### src/rtl/ogdd_pkg.sv
`timescale 1ns / 1ps
// ----------------------------------------------------------------------------
// ogdd_pkg
// Shared types and constants for the occupancy grid disc dilation block.
// ----------------------------------------------------------------------------
package ogdd_pkg;

    localparam int CELL_W  = 8;   // occupancy cell width
    localparam int POS_W   = 8;   // col / row field width
    localparam int DIM_W   = 9;   // map_width / map_height register width
    localparam int RAD_W   = 5;   // dilate_radius register width
    localparam int COORD_W = 10;  // signed neighbour coordinate
    localparam int OFS_W   = 6;   // signed disc offset
    localparam int RSQ_W   = 10;  // radius squared
    localparam int SQ_W    = 12;  // offset square sum
    localparam int CFG_IDX_W  = 3;
    localparam int CFG_DATA_W = 9;

    // Register indexes
    localparam logic [CFG_IDX_W-1:0] CFG_MAP_WIDTH  = 3'd0;
    localparam logic [CFG_IDX_W-1:0] CFG_MAP_HEIGHT = 3'd1;
    localparam logic [CFG_IDX_W-1:0] CFG_RADIUS     = 3'd2;
    localparam logic [CFG_IDX_W-1:0] CFG_OCC_THRESH = 3'd3;
    localparam logic [CFG_IDX_W-1:0] CFG_FILL_VALUE = 3'd4;

    // Register reset values
    localparam logic [DIM_W-1:0]  RST_MAP_WIDTH  = 9'd256;
    localparam logic [DIM_W-1:0]  RST_MAP_HEIGHT = 9'd256;
    localparam logic [RAD_W-1:0]  RST_RADIUS     = 5'd0;
    localparam logic [CELL_W-1:0] RST_OCC_THRESH = 8'd50;
    localparam logic [CELL_W-1:0] RST_FILL_VALUE = 8'd90;

    // Action codes
    localparam logic ACT_WRITE = 1'b0;
    localparam logic ACT_QUERY = 1'b1;

    typedef enum logic [1:0] {
        RES_NONE,
        RES_ERROR,
        RES_ECHO,
        RES_DILATE
    } t_res_sel;

    typedef struct packed {
        logic     start;      // latch input item, reset scan
        logic     mem_wr;     // store cell at addressed position
        logic     rd_scan;    // read current disc point if valid
        logic     rd_center;  // read addressed cell
        logic     step;       // advance disc offsets
        t_res_sel res_sel;    // result register load
        logic     push;       // move result to output register
    } t_cmd;

    typedef struct packed {
        logic pos_err;
        logic is_query;
        logic rad_zero;
        logic scan_last;
        logic out_free;
    } t_sts;

endpackage

### src/rtl/ogdd_ctrl.sv
`timescale 1ns / 1ps
// ----------------------------------------------------------------------------
// ogdd_ctrl
// Sequencer: accepts an item, stores it or runs the disc scan, loads the result.
// ----------------------------------------------------------------------------
module ogdd_ctrl
    import ogdd_pkg::*;
(
    input  logic i_clk,
    input  logic i_rst_n,
    input  logic i_in_valid,
    output logic o_in_ready,
    input  t_sts i_sts,
    output t_cmd o_cmd
);

    typedef enum logic [2:0] {
        S_IDLE,
        S_CHECK,
        S_SCAN,
        S_CENTER,
        S_LAST,
        S_DONE
    } t_state;

    t_state r_state, n_state;

    always_comb begin
        n_state       = r_state;
        o_cmd         = '0;
        o_cmd.res_sel = RES_NONE;
        case (r_state)
            S_IDLE: begin
                if (i_in_valid) begin
                    o_cmd.start = 1'b1;
                    n_state     = S_CHECK;
                end
            end
            S_CHECK: begin
                if (i_sts.pos_err) begin
                    o_cmd.res_sel = RES_ERROR;
                    n_state       = S_DONE;
                end else if (!i_sts.is_query) begin
                    o_cmd.mem_wr  = 1'b1;
                    o_cmd.res_sel = RES_ECHO;
                    n_state       = S_DONE;
                end else if (i_sts.rad_zero) begin
                    n_state = S_CENTER;
                end else begin
                    n_state = S_SCAN;
                end
            end
            S_SCAN: begin
                o_cmd.rd_scan = 1'b1;
                o_cmd.step    = 1'b1;
                if (i_sts.scan_last) begin
                    n_state = S_CENTER;
                end
            end
            S_CENTER: begin
                o_cmd.rd_center = 1'b1;
                n_state         = S_LAST;
            end
            S_LAST: begin
                o_cmd.res_sel = RES_DILATE;
                n_state       = S_DONE;
            end
            S_DONE: begin
                if (i_sts.out_free) begin
                    o_cmd.push = 1'b1;
                    n_state    = S_IDLE;
                end
            end
            default: n_state = S_IDLE;
        endcase
    end

    always_ff @(posedge i_clk) begin
        if (!i_rst_n) begin
            r_state <= S_IDLE;
        end else begin
            r_state <= n_state;
        end
    end

    assign o_in_ready = (r_state == S_IDLE);

    a_push_free: assert property (@(posedge i_clk) disable iff (!i_rst_n)
        o_cmd.push |-> i_sts.out_free)
        else $error("result pushed onto a full output register");

    a_no_scan_r0: assert property (@(posedge i_clk) disable iff (!i_rst_n)
        r_state == S_SCAN |-> !i_sts.rad_zero)
        else $error("scan with zero radius");

    a_start_check: assert property (@(posedge i_clk) disable iff (!i_rst_n)
        o_cmd.start |=> r_state == S_CHECK && !o_in_ready)
        else $error("item accepted but not taken up");

endmodule

### config.mk
export PLATFORM = sky130hd
export DESIGN_NAME = ogdd_ctrl
export DESIGN_NICKNAME = d
export VERILOG_FILES = /design/src/rtl/ogdd_pkg.sv /design/src/rtl/ogdd_ctrl.sv
export SDC_FILE = /design/constraint.sdc
export NUM_CORES = 1
export LEC_CHECK = 0
export ABC_AREA = 1
export BUFFER_PORTS_ARGS = -buffer_cell sky130_fd_sc_hd__buf_2
export CAP_MARGIN = 10
export CORE_AREA = 5 5 42 44
export DETAILED_ROUTE_END_ITERATION = 8
export DIE_AREA = 0 0 47 49
export PLACE_DENSITY_LB_ADDON = 0.05
export SLEW_MARGIN = 30
export SYNTH_ARGS = -nofsm -noshare
export SYNTH_HDL_FRONTEND = slang
export SYNTH_SLANG_ARGS = --single-unit
### constraint.sdc
create_clock -name i_clk -period 1.3 [get_ports i_clk]
set_input_delay 0.13 -clock i_clk [delete_from_list [all_inputs] [get_ports i_clk]]
set_output_delay 0.13 -clock i_clk [all_outputs]
set_load 0.01 [all_outputs]
* Yosys cells after proc, flatten, opt, wreduce, memory -nomap -nowiden
Cells that the tools add are included. Widths: inputs -> output; s select.
Cells by class: reduce and logical (&&, ||, !) cells 2, mux-type cells 19, equality and inequality tests 8
Operator list (number):
- $pmux 3 s6 | 1
- $mux 3 | 5
- $mux 1 | 10
- $eq 3x2->1 const B | 2
- $eq 3x3->1 const B | 2
- $ne 2x2->1 const B | 3
- $mux 2 | 2
- $pmux 2 s2 | 1
- $eq 3x1->1 const B | 1
- $logic_not 3->1 | 1
- $reduce_and 3->1 | 1
Storage, ports and cells: flip-flop bits (word level) 3, output and inout port bits 9, input bits 8

* Longest topological paths before layout
depth after elaboration 4, gate-level depth with buffers 8, gate-level depth less buffers 8

* Worst setup path after synthesis
Ideal clock, no wire load.
path type flip-flop to output port, from reg r_state[0], to out o_cmd[5] in the netlist's numbering, required time 1.170 ns, buffers on the path 2, data arrival time 1.064 ns, setup slack 0.106 ns, stages on the path, launching flop included 4, path through dfxtp_1 clkbuf_2 nor3_1 buf_4
RTL lines:
- start, declared | line ogdd_ctrl.sv:26 | t_state r_state, n_state;
- start signal, assigned | line ogdd_ctrl.sv:82 | r_state <= n_state;
- end, declared | line ogdd_ctrl.sv:14 | output t_cmd o_cmd

==> flow_summary.toml <==
[status]
status = "finished clean"

[die]
initial_core_util = 0.194
dieArea_sq_mm = 0.00230
num_rows = 14
io_pins = 17
core_area_sq_mm = 0.00140
die_h_microns = 49
die_w_microns = 47

[power_and_ir_drop]
clock_power_share = 0.370
p_sw_w = 0.000155
power_density_mw_per_mm2 = 1030
p_comb_frac = 0.337
finalPower_w = 0.000444
vdd_drop_max_uv = 380
p_int_w = 0.000288
leakage_nw = 0.250
seqPwrFrac = 0.293
swShare = 0.350

[worst_hold_path]
hp-start = "i_rst_n"
holdPathEnd = "r_state[2]"
hp-class = "primary input to flop"
hold_depth = 3

[worst_setup_path]
cp-start-kind = "flop"
cp.depth = 4
crit_family = "flip-flops"
rr_startpoint = "r_state[1]"
crit_buf_inv = 3
path_cells = "inv_2 -> buf_4 -> nor3_2 -> buf_2"
cp_max_fo = 4
max_stage_delay_ns = 0.37
worstSetupPathType = "flop to output port"
rr_endpoint = "r_state[0]"
required_ns = 1.17
r2r_cells = 9
endpoint_kind = "output port"
arrival_ns = 1.12
cp_slowest_cell = "dfxtp_2"
ff2ff_setup_slack_ns = 0.23

[logic_synthesis]
ys_ff_latch = 3
synthesis.area_sq_um = 272
ys_types = 17
syn_nets = 54
syn-mean-instance-area_sq_um = 5.90
syn_inst = 46
ys_seq_area_frac = 0.221
synth_warnings = 0

[clock_tree]
root_buffer = "clkbuf_4"
hold_buffers = 0
cts_buffers = 3
htreeDepth = 1
clkLatencyLatePin_ns = 0.23
clk_path_buf_depth = 2
clock-sinks = 3
cts_tree = "yes"
clk_pin_slew_ns = 0.04

[timing]
tns_ns = 0
tightest_slew_ns = 0.198
period_share = 0.963
grt_setup_unrepaired = "yes"
relSlewSlack = 0.867
finalHoldViolCount = 0
skew_ns = 0.00710
min_period_ns = 1.25
setup_violations = 0
max_freq_ghz = 0.799
layout_setup_ws_ns = 0.0483
drv_slew = 0

[route]
drcViolationCount = 0
route.met3.wl_microns = 54
vias_per_cell = 4.14
ant_nets = 0
wl_per_cell_microns = 8.98
wl_met2_microns = 345
top_layer = "met3"
routed_wl_microns = 745
met1_length_microns = 345
detail_route.first_pass.iterations = 4
drt_iter0_drc = 1
vias = 344

[finish]
top_regs = "r_state (3)"
largest_register_ffs = 3
top_register = "r_state"
diodes = 0
nets = 76
syn_to_final_growth_pct = 58.1
drive_gt1_frac = 0.493
fin_cells = 83
n_fill_cell = 183

[grt]
grt_overflow_total = 0
grt_usage = 0.0716
grt_pass1_wl_microns = 1200
first_global_vias = 326
antenna_found_initial = 0
grt_max_degree = 9

[place]
place_hpwl_microns = 610
pre_cts_slack_ns = 0.124
portBuffers = 16
gp_congestion = 0.630
dp_cells = 76

[flow_run]
cap_viol_max_count = 0
[layer usage]
metal	vias to the layer above	track usage
li1	186	-
met1	148	0.0828
met2	10	0.104
met3	0	0.0332
met4	0	0.0415
met5	-	0
[area by class of cell]
| class | count | area (sq um) | share of cell area |
|---|---|---|---|
| tap | 16 | 20.0 | 0.0466 |
| timing repair buffer | 19 | 103 | 0.239 |
| inverter | 9 | 33.8 | 0.0787 |
| sequential | 3 | 66.3 | 0.155 |
| clock buffer | 4 | 26.3 | 0.0612 |
| multi-input combinational | 32 | 180 | 0.420 |
[worst min-delay path: stages]
cell and delay (ns):
buf_2 0.11, nand2_1 0.06, inv_1 0.04
[power by group through the flow]
stage	logic [W]	registers (W)	clock network (W)
final	0.000150	0.000130	0.000164
after CTS	0.000143	0.000128	0.000175
after floorplan	0.000103	0.000113	0
after detailed placement	0.000139	0.000126	0
after global routing	0.000172	0.000133	0.000181
after global placement	0.000142	0.000126	0
[through the flow]
stage | cell area [sq um] | hold WS, ns | util
after floorplan | 272 | 0.228 | -
after global routing | 429 | 0.126 | 0.306
final | 429 | 0.125 | 0.306
after global placement | 359 | 0.358 | 0.256
after detailed placement | 359 | 0.368 | 0.256
after CTS | 395 | 0.117 | 0.282
[worst max-delay path by stage]
stage,from,endpoint,slack [ns]
6_report,r_state[1],o_cmd[3],0.05
5_1_grt,r_state[2],o_cmd[2],-0.06
4_1_cts,r_state[1],o_cmd[3],-0.04
3_5_place_dp,r_state[0],o_cmd[2],0.12
3_3_place_gp,r_state[2],o_cmd[2],0.14
2_1_floorplan,r_state[0],o_cmd[5],0.11
[synth_stat cells]
library cell	count	share of area
nand2_1	10	0.14
inv_1	8	0.11
nor2_1	6	0.083
dfxtp_1	3	0.22
nand3_1	3	0.055
nor3_1	3	0.055
nand3b_1	2	0.055
o21ai_0	2	0.037
buf_4	1	0.028
clkbuf_2	1	0.018
inv_2	1	0.014
nand3_2	1	0.037
nor2_2	1	0.023
nor2_4	1	0.041
o211ai_1	1	0.028
o21a_1	1	0.028
o31ai_1	1	0.028
[cells in the final DEF, fill, tap and decap left out, drive strengths merged]
cell type and n:
nor3 3, dfxtp 3, o21ai 2, nor2 8
nand2 10, clkbuf 4, o211ai 1, buf 19
nand3b 2, o31ai 1, o21a 1, inv 9
nand3 4
[logic make-up (layout without fill, tap and decap cells)]
family                 count (synthesis)  count (layout)  share of synthesized area
and+or+nand+nor                       27              27                      0.488
buffers and inverters                 11              32                      0.170
AOI/OAI and AO/OA                      5               5                      0.120
DFF                                    3               3                      0.221
[repair_timing]
item,in CTS,in global routing
pin swaps,0,1
resized for setup,3,5
setup buffers,1,2
endpoints found under the setup margin,5,7
Note: power is estimated with default switching activity, not from simulation.
